<file path="src/sv/assert_macros.svh">
// ----------------------------------------------------------------------------
// assert_macros.svh
// Shared concurrent assertion macros, clocked on clk_i and disabled in reset.
// ----------------------------------------------------------------------------
`ifndef ASSERT_MACROS_SVH
`define ASSERT_MACROS_SVH

// Same-cycle implication.
`define ASSERT_IMP(lbl, a, b) \
  lbl: assert property (@(posedge clk_i) disable iff (!rst_ni) (a) |-> (b)) \
    else $error("assertion failed");

// Next-cycle implication.
`define ASSERT_NEXT(lbl, a, b) \
  lbl: assert property (@(posedge clk_i) disable iff (!rst_ni) (a) |=> (b)) \
    else $error("assertion failed");

`endif

</file>
<file path="src/sv/rvde_ram.sv">
// ----------------------------------------------------------------------------
// rvde_ram
// Generic single-write, single-read RAM with a registered read port.
// ----------------------------------------------------------------------------
`default_nettype none

module rvde_ram #(
  parameter int unsigned WIDTH = 8,
  parameter int unsigned DEPTH = 16
) (
  input  wire logic                     clk_i,
  input  wire logic                     we_i,
  input  wire logic [$clog2(DEPTH)-1:0] waddr_i,
  input  wire logic [WIDTH-1:0]         wdata_i,
  input  wire logic                     re_i,
  input  wire logic [$clog2(DEPTH)-1:0] raddr_i,
  output      logic [WIDTH-1:0]         rdata_o
);

  logic [WIDTH-1:0] mem_q [DEPTH];
  logic [WIDTH-1:0] rdata_q;

  always_ff @(posedge clk_i) begin
    if (we_i) begin
      mem_q[waddr_i] <= wdata_i;
    end
    if (re_i) begin
      rdata_q <= mem_q[raddr_i];
    end
  end

  assign rdata_o = rdata_q;

endmodule

`default_nettype wire

</file>
<file path="config.mk">
export PLATFORM = sky130hd
export DESIGN_NAME = rvde_ram
export DESIGN_NICKNAME = d
export VERILOG_FILES = /design/src/sv/assert_macros.svh /design/src/sv/rvde_ram.sv
export SDC_FILE = /design/constraint.sdc
export NUM_CORES = 1
export LEC_CHECK = 0
export BUFFER_PORTS_ARGS = -buffer_cell sky130_fd_sc_hd__buf_2
export CORE_MARGIN = 2
export CORE_UTILIZATION = 60
export CTS_CLUSTER_DIAMETER = 40
export DETAILED_ROUTE_END_ITERATION = 10
export MAX_ROUTING_LAYER = met4
export PLACE_DENSITY_LB_ADDON = 0.1
export RECOVER_POWER = 25
export SLEW_MARGIN = 20
export SYNTH_ARGS = -nofsm -noshare
export SYNTH_HDL_FRONTEND = slang
export SYNTH_SLANG_ARGS = --single-unit
</file>
<file path="constraint.sdc">
create_clock -name clk_i -period 1.85 [get_ports clk_i]
set_input_delay 0.185 -clock clk_i [delete_from_list [all_inputs] [get_ports clk_i]]
set_output_delay 0.185 -clock clk_i [all_outputs]
set_load 0.005 [all_outputs]
</file>
# --- Word-level counts from Yosys, hierarchy flattened ---
# Memory sizes are Yosys's and may differ from the RTL's. A register that Yosys moved wholly into a read port is not among the register bits.
# Cells that the tools add are included.
# W data, S select, Z words.
word_totals:
  regBits: 0
  latchBits: 0
  ram_bits: 128
  romBits: 0
  input_bits: 19
  output_inout_bits: 8
  elab_cells: 3
  memories: 1
classes:
  n_addsub: 0
  multipliers: 0
  div_mod_pow: 0
  order_cmp: 0
  n_eq_ne: 0
  shifts: 0
  mux: 2
  bitwise: 0
  reduce_logical: 0
memory_table:
  columns: ["memory", "depth", "width", "read_ports", "rd_clocked_by_memory_dff", "write_ports", "line", "rtl"]
  rows:
  - ["mem_q", 16, 8, 1, 1, 1, "rvde_ram.sv:20", "logic [WIDTH-1:0] mem_q [DEPTH];"]
op_table:
  columns: ["op", "n"]
  rows:
  - ["$mux W1", 2]

# --- Logic depth before layout (Yosys ltp) ---
depth:
  word_depth: 2
  depth_mapped: 5
  mapped_depth_nobuf: 3

# --- Worst setup path after synthesis ---
# No wires, ideal clock.
synth_timing:
  kind: "in2reg"
  startpoint: "input waddr_i[2]"
  endpoint: "memory mem_q[0][0], enable pin"
  arrival_time_ns: 1.295
  required_ns: 1.467
  setup_slack_ns: 0.172
  cell_stages: 2
  n_path_buf: 0
  cell_sequence: "or3b_2 -> nor3_1"
synth_rtl:
  columns: ["element", "line", "rtl"]
  rows:
  - ["from (decl)", "rvde_ram.sv:13", "input wire logic [$clog2(DEPTH)-1:0] waddr_i,"]
  - ["to (decl)", "rvde_ram.sv:20", null]
# Straight into the memory's write port.

==> impl_metrics.env <==
export IMPL_status="finished, final reports clean"
export IMPL_power_leakage_nw=2.121
export IMPL_cts_clk_slew_worst_paths_ps=60
export IMPL_routabilityCongestion=0.7657
export IMPL_clockBufferDepth=2
export IMPL_cts_resized=0
export IMPL_initial_utilization_pct=60.83
export IMPL_diodes=0
export IMPL_critPathArrivalTime_ps=1800
export IMPL_final_layout_setup_total_negative_slack_ps=0
export IMPL_crit_path_max_fo=1
export IMPL_maxCapViolCount=0
export IMPL_synth_seq_cells=136
export IMPL_grt_pass1_vias=2472
export IMPL_internal_power_w=0.005915
export IMPL_core_footprint_mm2=0.008593
export IMPL_power_share_clock_pct=47.8
export IMPL_antenna_found_initial=0
export IMPL_unrepaired_setup_endpoints_after_global_routing="false"
export IMPL_multi_input_area_mm2=0.001057
export IMPL_drt_wl_total_um=9637
export IMPL_number_of_search_and_repair_iterations_in_the_first_detailed_routing_pass=4
export IMPL_seq_power_share_pct=47.7
export IMPL_drtIter0Drc=190
export IMPL_synthDistinctLibCells=18
export IMPL_clock_tree_from_tritoncts="done"
export IMPL_antenna_violating_nets_post_route=0
export IMPL_netlist_instances=229
export IMPL_vdd_ir_drop_max_mv=0.7495
export IMPL_synthesis_area_mm2=0.005228
export IMPL_htree_levels=4
export IMPL_most_instantiated_library_cell_after_synthesis="sky130_fd_sc_hd__edfxtp_1"
export IMPL_criticalPathCategory="reg -> reg"
export IMPL_grt_util_all_layers_pct=22.76
export IMPL_power_per_cell_area_mw_per_mm2=1174
export IMPL_layout_filler_cells=513
export IMPL_die_y_um=97.34
export IMPL_route_detailed_drc=0
export IMPL_power_frac_comb_pct=4.5
export IMPL_worstMarginPinSlew_ps=706.7
export IMPL_place_hpwl_um=6225
export IMPL_clock_insertion_delay_worst_skew_ps=520
export IMPL_post_cts_buffers=0
export IMPL_seq_area_frac_synth_pct=78.12
export IMPL_postSynthNetCount=248
export IMPL_synthesis_area_per_instance_um2=22.83
export IMPL_io_buffer_count=26
export IMPL_worst_setup_start_kind="register"
export IMPL_synth_edff_count=136
export IMPL_area_growth_pct=19.20
export IMPL_synthDominantCellAreaShare_pct=78.12
export IMPL_fin_crit_sh_pct=83.61
export IMPL_chipWidth_um=97.34
export IMPL_pin_count_of_the_biggest_net_entering_global_routing=17
export IMPL_cts_num_sinks=136
export IMPL_clock_buffer_count_from_cts=17
export IMPL_dp_slack_ps=57.06
export IMPL_yosys_most_used_dff="sky130_fd_sc_hd__edfxtp_1"
export IMPL_route_vias_total=2483
export IMPL_drive_above_1_share_pct=30.77
export IMPL_finalSetupViolCount=0
export IMPL_total_switching_power_w=0.001399
export IMPL_register_area_mm2=0.004084
export IMPL_report_final_slew_viol_count=0
export IMPL_timing_critical_path_to_type="register"
export IMPL_rows=34
export IMPL_synth_yosys_warnings=0
export IMPL_fin_skew_ps=6.915
export IMPL_io_pins=27
export IMPL_report_final_hold_viol_count=0
export IMPL_switching_share_pct=19.13
export IMPL_final_nets=306
export IMPL_grt_first_pass_wirelength_um=14810
export IMPL_period_needed_ps=1547
export IMPL_worst_slack_ps=303.1
export IMPL_critical_path_required_ps=2100
export IMPL_floorplan_die_area_mm2=0.009475
export IMPL_worst_slew_margin_rel_pct=52.89
export IMPL_synth_largest_area_cell="sky130_fd_sc_hd__edfxtp_1"
export IMPL_cts_hold_buffers_added=0
export IMPL_synth_top_cells_by_count="sky130_fd_sc_hd__edfxtp_1, sky130_fd_sc_hd__mux4_2, sky130_fd_sc_hd__a22oi_1"
export IMPL_detail_route_wl_per_cell_um=23.68
export IMPL_asyncSetResetFlopFracSynth_pct=0
export IMPL_max_freq_mhz=646.5
export IMPL_clock_tree_root_cell="sky130_fd_sc_hd__clkbuf_8"
export IMPL_hold_class="in -> reg"
export IMPL_overflow=0
export IMPL_netlist_top_cells_area="sky130_fd_sc_hd__edfxtp_1, sky130_fd_sc_hd__mux4_2, sky130_fd_sc_hd__mux4_1"
export IMPL_detail_route_vias_per_cell=6.101
==> registers in the layout, indices dropped and copies added (netlist names) <==
signal   count
mem_q      128
rdata_o      8
==> power by group through the flow <==
stage          clock network [W]  logic (W)  registers (W)
2_1_floorplan                  0   0.000175        0.00355
3_3_place_gp                   0   0.000325        0.00355
3_5_place_dp                   0   0.000332        0.00355
4_1_cts                  0.00354   0.000333        0.00349
5_1_grt                  0.00367   0.000353        0.00349
6_report                 0.00350   0.000326        0.00349
==> cell families after synthesis <==
logic type	after synthesis	share of synthesized area, %
DFF	136	78.12
and+or+nand+nor	35	3.136
muxes	32	14.79
AOI/OAI and AO/OA	16	2.298
buffers and inverters	10	1.651
==> final timing paths <==
check                                  start          to  slack [ps]  cells after the start
worst min register to register  mem_q[13][5]  rdata_o[5]         760                      3
worst max-delay path            mem_q[11][0]  rdata_o[0]         300                      3
worst max register to register  mem_q[11][0]  rdata_o[0]         300                      3
worst min-delay path                    re_i  rdata_o[5]          20                      1
==> cells in the final DEF (no fill, tap or decap), types with 2 or more instances in the layout <==
master | netlist | final
sky130_fd_sc_hd__edfxtp_1 | 136 | 136
sky130_fd_sc_hd__buf_2 | 3 | 21
sky130_fd_sc_hd__buf_4 | 1 | 20
sky130_fd_sc_hd__mux4_2 | 18 | 18
sky130_fd_sc_hd__a22oi_1 | 16 | 16
sky130_fd_sc_hd__clkbuf_16 | 0 | 16
sky130_fd_sc_hd__mux4_1 | 14 | 14
sky130_fd_sc_hd__nor2_1 | 13 | 13
sky130_fd_sc_hd__nand2_1 | 9 | 9
sky130_fd_sc_hd__bufinv_16 | 0 | 5
sky130_fd_sc_hd__clkbuf_1 | 0 | 5
sky130_fd_sc_hd__nor3_1 | 4 | 4
sky130_fd_sc_hd__clkinvlp_4 | 0 | 4
sky130_fd_sc_hd__buf_12 | 0 | 3
sky130_fd_sc_hd__nand3b_1 | 2 | 2
sky130_fd_sc_hd__nand2b_1 | 2 | 2
sky130_fd_sc_hd__clkinv_1 | 0 | 2
sky130_fd_sc_hd__clkinv_2 | 0 | 2
==> worst max-delay path: stages (launching register included) <==
cell and delay [ps]:
sky130_fd_sc_hd__edfxtp_1 360, sky130_fd_sc_hd__mux4_2 500, sky130_fd_sc_hd__a22oi_1 310, sky130_fd_sc_hd__nand2_1 110
==> stage by stage <==
stage	hold WS, ps	power, W	area (um2)	std cells	util [%]
finish	22.97	0.007314	6231	407	72.51
global route	9.985	0.007515	6231	407	72.51
CTS	10.06	0.007363	6237	407	72.58
detailed placement	548.6	0.003884	5617	376	65.36
global placement	551.2	0.003875	5617	376	65.36
floorplan	283.9	0.003725	5228	229	-
==> per-layer routing <==
metal / vias up / wire length, um / GRT usage (%)
met3: 7 / 663 / 6.835
met4: 0 / 103 / 8.013
met5: - / 0 / -
met1: 1275 / 4217 / 32.02
met2: 105 / 4653 / 32.64
li1: 1096 / - / -
==> cell type report <==
type / instances / share of cell area, %
flip-flops and latches: 136 / 65.54
multi-input cells: 83 / 16.97
clock buffers: 17 / 6.647
repair buffers: 49 / 5.361
clock inverters: 14 / 3.313
well taps: 108 / 2.169
No activity file was read; power rests on OpenSTA's default activity.
