File: config.mk
export PLATFORM = sky130hd
export DESIGN_NAME = rvde_outq
export DESIGN_NICKNAME = d
export VERILOG_FILES = /design/src/sv/assert_macros.svh /design/src/sv/rvde_pkg.sv /design/src/sv/rvde_outq.sv
export SDC_FILE = /design/constraint.sdc
export NUM_CORES = 1
export LEC_CHECK = 0
export ABC_AREA = 1
export BUFFER_PORTS_ARGS = -buffer_cell sky130_fd_sc_hd__buf_2
export CAP_MARGIN = 20
export CELL_PAD_IN_SITES_DETAIL_PLACEMENT = 1
export CELL_PAD_IN_SITES_GLOBAL_PLACEMENT = 2
export CORE_MARGIN = 5
export CORE_UTILIZATION = 25
export CTS_BUF_LIST = sky130_fd_sc_hd__clkbuf_8 sky130_fd_sc_hd__clkbuf_16
export DETAILED_ROUTE_END_ITERATION = 7
export HOLD_SLACK_MARGIN = 0.02
export PLACE_DENSITY_LB_ADDON = 0.1
export SETUP_SLACK_MARGIN = 0.1
export SLEW_MARGIN = 20
export SYNTH_ARGS = -nofsm -noshare
export SYNTH_HDL_FRONTEND = slang
export SYNTH_SLANG_ARGS = --single-unit
export TNS_END_PERCENT = 1
File: constraint.sdc
create_clock -name clk_i -period 5.2 [get_ports clk_i]
set_clock_uncertainty 0.1 [all_clocks]
set_input_delay 0.78 -clock clk_i [delete_from_list [all_inputs] [get_ports clk_i]]
set_output_delay 0.78 -clock clk_i [all_outputs]
set_load 0.02 [all_outputs]
File: src/sv/assert_macros.svh
// ----------------------------------------------------------------------------
// assert_macros.svh
// Shared concurrent assertion macros, clocked on clk_i and disabled in reset.
// ----------------------------------------------------------------------------
`ifndef ASSERT_MACROS_SVH
`define ASSERT_MACROS_SVH

// Same-cycle implication.
`define ASSERT_IMP(lbl, a, b) \
  lbl: assert property (@(posedge clk_i) disable iff (!rst_ni) (a) |-> (b)) \
    else $error("assertion failed");

// Next-cycle implication.
`define ASSERT_NEXT(lbl, a, b) \
  lbl: assert property (@(posedge clk_i) disable iff (!rst_ni) (a) |=> (b)) \
    else $error("assertion failed");

`endif

File: src/sv/rvde_pkg.sv
// ----------------------------------------------------------------------------
// rvde_pkg
// Opcodes, result types and shared constants of the RV32I execute block.
// ----------------------------------------------------------------------------
`default_nettype none

package rvde_pkg;

  localparam logic [6:0] OP_LOAD   = 7'h03;
  localparam logic [6:0] OP_STORE  = 7'h23;
  localparam logic [6:0] OP_IMM    = 7'h13;
  localparam logic [6:0] OP_REG    = 7'h33;
  localparam logic [6:0] OP_BRANCH = 7'h63;
  localparam logic [6:0] OP_JAL    = 7'h6F;
  localparam logic [6:0] OP_JALR   = 7'h67;
  localparam logic [6:0] OP_LUI    = 7'h37;
  localparam logic [6:0] OP_AUIPC  = 7'h17;
  localparam logic [6:0] F7_ZERO   = 7'h00;
  localparam logic [6:0] F7_ALT    = 7'h20;
  localparam logic [31:0] UPPER_MASK = 32'hFFFFF000;

  // Depth of the result queue; pointers are two bits wide.
  localparam int unsigned QDEPTH = 4;

  typedef enum logic [1:0] {
    MEM_NONE  = 2'd0,
    MEM_LOAD  = 2'd1,
    MEM_STORE = 2'd2
  } mem_kind_e;

  // Outcome of decoding and executing one instruction.
  typedef struct packed {
    logic [31:0] next;
    logic        wr;
    logic [4:0]  rd;
    logic [31:0] val;
    mem_kind_e   kind;
    logic [31:0] maddr;
    logic [31:0] sval;
    logic [2:0]  f3;
    logic        bad;
  } exe_t;

  // One finished result beat.
  typedef struct packed {
    logic [31:0] instr_address;
    logic [31:0] next_address;
    logic        dest_written;
    logic [4:0]  dest_reg;
    logic [31:0] dest_value;
    mem_kind_e   mem_kind;
    logic [31:0] mem_address;
    logic [31:0] store_value;
    logic        undecoded;
  } res_t;

endpackage

`default_nettype wire

File: src/sv/rvde_outq.sv
// ----------------------------------------------------------------------------
// rvde_outq
// Small result queue that decouples execution from the output receiver.
// ----------------------------------------------------------------------------
`default_nettype none

module rvde_outq
  import rvde_pkg::*;
(
  input  wire logic       clk_i,
  input  wire logic       rst_ni,
  input  wire logic       push_i,
  input  wire res_t       data_i,
  input  wire logic       pop_i,
  output      logic       valid_o,
  output      res_t       data_o,
  output      logic [2:0] count_o
);

  res_t       buf_q [QDEPTH];
  logic [1:0] wp_q, rp_q;
  logic [2:0] cnt_q;
  logic       pop;

  assign valid_o = cnt_q != 3'd0;
  assign pop     = pop_i && valid_o;
  assign data_o  = buf_q[rp_q];
  assign count_o = cnt_q;

  always_ff @(posedge clk_i) begin
    if (push_i) begin
      buf_q[wp_q] <= data_i;
    end
  end

  always_ff @(posedge clk_i or negedge rst_ni) begin
    if (!rst_ni) begin
      wp_q  <= '0;
      rp_q  <= '0;
      cnt_q <= '0;
    end else begin
      if (push_i) begin
        wp_q <= wp_q + 2'd1;
      end
      if (pop) begin
        rp_q <= rp_q + 2'd1;
      end
      cnt_q <= cnt_q + {2'd0, push_i} - {2'd0, pop};
    end
  end

endmodule

`default_nettype wire

==> Yosys cells after proc, flatten, opt, wreduce, memory -nomap -nowiden <==
Memories as Yosys holds them, arrays and structs flattened.
Index checks and enable logic that the tools add are counted.
{ "op_classes": {"shifts": 0, "addsub": 4, "n_bitwise": 0, "multipliers": 0, "mux": 2, "eq_ne": 0, "n_reduce_logical": 2, "div_mod_pow": 0, "n_lt_le_gt_ge": 0} }
{ "op_table": {"columns": ["cell", "n"], "rows": [
  ["adder 2 x 1 -> 2 bit (second input constant)", 2],
  ["adder 3 x 1 -> 3 bit", 1],
  ["nonzero test 3 bit", 1],
  ["subtractor 3 x 1 -> 3 bit", 1],
  ["2-to-1 mux 1 bit", 2],
  ["logical AND 1 bit", 1]
]} }
{ "word_totals": {"rom_bits": 0, "elab_cells": 12, "latchBits": 0, "ramBits": 676, "regBits": 7, "out_inout_bits": 173, "memories": 1, "in_bits": 173} }
{ "memory_table": {"columns": ["memory", "words", "word_bits", "read_ports", "rd_ports_with_merged_regs", "write_ports", "line", "rtl"], "rows": [
  ["buf_q", 4, 169, 1, 0, 1, "rvde_outq.sv:20", "res_t buf_q [QDEPTH];"]
]} }

==> Longest topological paths before layout <==
{ "logic_depth": {"word_depth": 3, "mapped_depth": 11, "mapped_depth_nobuf": 11} }

==> Worst setup path before layout <==
No wires, ideal clock.
{ "synth_path": {"path_type": "input port to flip-flop", "startpoint": "in push_i", "endpoint": "mem buf_q[1][0] (netlist bit) (enable)", "n_path_buf": 1, "t_required_ns": 4.578, "cell_stages": 3, "arrival_ns": 4.337, "setup_slack_ns": 0.241, "setup_time_ns": 0.522, "path_cell_list": "clkbuf_1 -> nand2_1 -> inv_1"} }
{ "synth_via": {"elab_chain_len": 2} }
{ "synth_rtl": {"columns": ["item", "line", "rtl"], "rows": [
  ["from (decl)", "rvde_outq.sv:12", "input wire logic push_i,"],
  ["2-to-1 mux 1 bit", "rvde_outq.sv:31", "if (push_i) begin"],
  ["2-to-1 mux 1 bit (not written as such)", "rvde_outq.sv:32", "buf_q[wp_q] <= data_i;"],
  ["to (decl)", "rvde_outq.sv:20", null]
]} }
Every way passes these cells.

==> run metrics <==
cells after synthesis 2192; Die Wd 338 µm; Worst Path Required 4.32 ns; critical path endpoint category output port; Slew headroom 0.139; Setup WS post-layout 1.15 ns; Primary FF master, synth edfxtp_1; Comb power frac 0.354; Sink Count 683; top cell type's share of synthesized area 0.756; Net Switching 7.79 mW; area leader, netlist edfxtp_1; hpwl dp 44600 µm; largest net degree at the start of global routing 233; CTS root buf clkbuf_16; synthesized area 0.0268 mm²; # IOs 346; status finished, final reports clean; chip height 338 µm; Int Pwr 12.3 mW; RSZ-0062 raised after global routing false; Leak 12.8 nW; wire length per cell 19.0 µm; EDFF count, synth 676; final instance area 0.0327 mm²; CTS tree built; synthesized area per cell 12.2 µm²; cell with the most instances after synthesis edfxtp_1; GRT Total Usage 0.132; Period Utilization, post-route 0.780; Pins Over Slew Limit 0; worst hold slack 0.263 ns; Yosys reg bits 683; RD Place Congestion 0.690; pre-CTS WS 1.78 ns; Max IR drop VDD 0.638 mV; MaxCap Viol Count 0; sequential area share after synthesis 0.763; Final #Nets 2712; Final ANT Viol Nets 0; initial antenna violation count 26; Initial Utilization 0.251; Total Wirelength 76400 µm; Pre-Repair DR Iteration Count 4; Worst-path clk slew 0.06 ns; die area 0.114 mm²; highest clock rate 0.247 GHz; number of cell rows 120; Area contributors post-synth edfxtp_1, nand2_1, nor2_1; DR vias/cell 4.21; first-pass GRT wire length 113000 µm; core box area 0.107 mm²; 1st-iter DRT viols 761; Port Buffers 345; final setup violation count 0; CP Launch Type flip-flop; DP Area 0.0300 mm²; Worst Hold Class in -> reg; Slew @ Worst Pin 1.29 ns; fin util 0.306; CTS H-tree lvls 3; vias in the first global route 17900; Clk pwr share 0.275; DRC 0; synthesis warning total 0; worst-path fanout max 232; Crit Path Category reg -> out; Worst Path Arrival 3.17 ns; part of the power in registers 0.371; CTS buffer count 84; CTS max path bufs 3; Synth async-reset ratio 0.0102; fin crit period 4.05 ns; Sw Ratio 0.387; layout cell share with drive strength beyond 1 0.185; Syn Nets 2372; DR vias 16900; clk_lat worst skew 0.63 ns; setup TNS 0 ns; grt ovf 0; Final Hold Violating Endpoints 0; Yosys cell types 19; top cells by count, synth edfxtp_1, nand2_1, nor2_1; pwr/cell area 616 mW/mm²; Layout area overhead 21.7%
what timing repair did:
action / in CTS / in global routing
hold endpoints to repair: 7 / 0
gates resized for setup: 0 / 0
setup buffers: 0 / 0
hold buffers: 1 / 0
cell type report:
cell class / instances / area (µm²)
well taps: 1403 / 1760
flip-flops and latches: 683 / 20500
clock buffers: 90 / 2220
clock inverters: 61 / 384
inverters: 184 / 736
diodes: 10 / 25.0
repair buffers: 366 / 2010
multi-input cells: 1213 / 5060
fillers: 11700 / 74200
power groups by stage:
stage / combinational, mW / clock [mW] / sequential [mW]
6_report: 7.12 / 5.54 / 7.48
3_5_place_dp: 7.46 / 0 / 7.61
4_1_cts: 7.49 / 5.78 / 7.50
3_3_place_gp: 7.42 / 0 / 7.58
2_1_floorplan: 4.62 / 0 / 7.66
5_1_grt: 8.01 / 5.99 / 7.57
stage by stage:
| step | total power [mW] | cells |
|---|---|---|
| CTS | 20.8 | 4000 |
| detailed placement | 15.1 | 3848 |
| finish | 20.1 | 4010 |
| global placement | 15.0 | 3848 |
| floorplan | 12.3 | 2192 |
| global route | 21.6 | 4002 |
per-layer routing:
| metal | routed length [µm] | track usage | up-vias |
|---|---|---|---|
| met5 | 112 | 0 | - |
| met4 | 1850 | 0.0365 | 18 |
| met3 | 4360 | 0.0413 | 141 |
| met2 | 37200 | 0.229 | 307 |
| met1 | 32800 | 0.158 | 8314 |
| li1 | - | - | 8107 |
path summary, 6_finish.rpt:
check	start	end	slack [ns]	cells after the start
setup / recovery	rp_q[0]$_DFFE_PN0P_	data_o[111]	1.15	6
hold / removal	data_i[158]	buf_q[1][158]$_DFFE_PP_	0.26	1
setup reg to reg	wp_q[0]$_DFFE_PN0P_	buf_q[3][123]$_DFFE_PP_	2.80	4
hold reg to reg	wp_q[0]$_DFFE_PN0P_	wp_q[0]$_DFFE_PN0P_	0.45	1
max in group asynchronous	rst_ni	rp_q[0]$_DFFE_PN0P_	4.35	2
min in group asynchronous	rst_ni	count_o[0]$_DFF_PN0_	0.46	2
layout by cell type, fill, tap and decap left out, drive strengths merged:
master and count:
buf 365, bufinv 5, clkbuf 90, clkinv 29, clkinvlp 1, dfrtp 7
diode 10, dlygate4sd3 1, edfxtp 676, fa 1, ha 6, inv 210
nand2 523, nand3 2, nor2 339, o21ai 339, xnor2 1, xor2 2
worst max-delay path, cell delays in order (launching register included):
cell,delay [ns]
dfrtp_4,0.85
buf_12,0.56
nor2_1,0.14
nor2_1,0.14
o21ai_1,0.08
nand2_1,0.10
buf_2,0.18
kinds of logic (layout without fill, tap and decap cells):
kind of cell / after synthesis / in the layout / synth area share
flip-flops: 683 / 683 / 0.763
AO/OA/AOI/OAI: 339 / 339 / 0.0632
XOR/XNOR: 3 / 3 / 0.000979
AND/OR/NAND/NOR: 864 / 864 / 0.121
adder cells (fa/ha/maj): 7 / 7 / 0.00354
buffers and inverters: 296 / 701 / 0.0486
other: 0 / 10 / 0
sequential cells by signal, summed over array words and instances (netlist names):
register and flops:
rp_q 2, count_o 3, buf_q 676, wp_q 2
(Power assumes the default switching activity.)
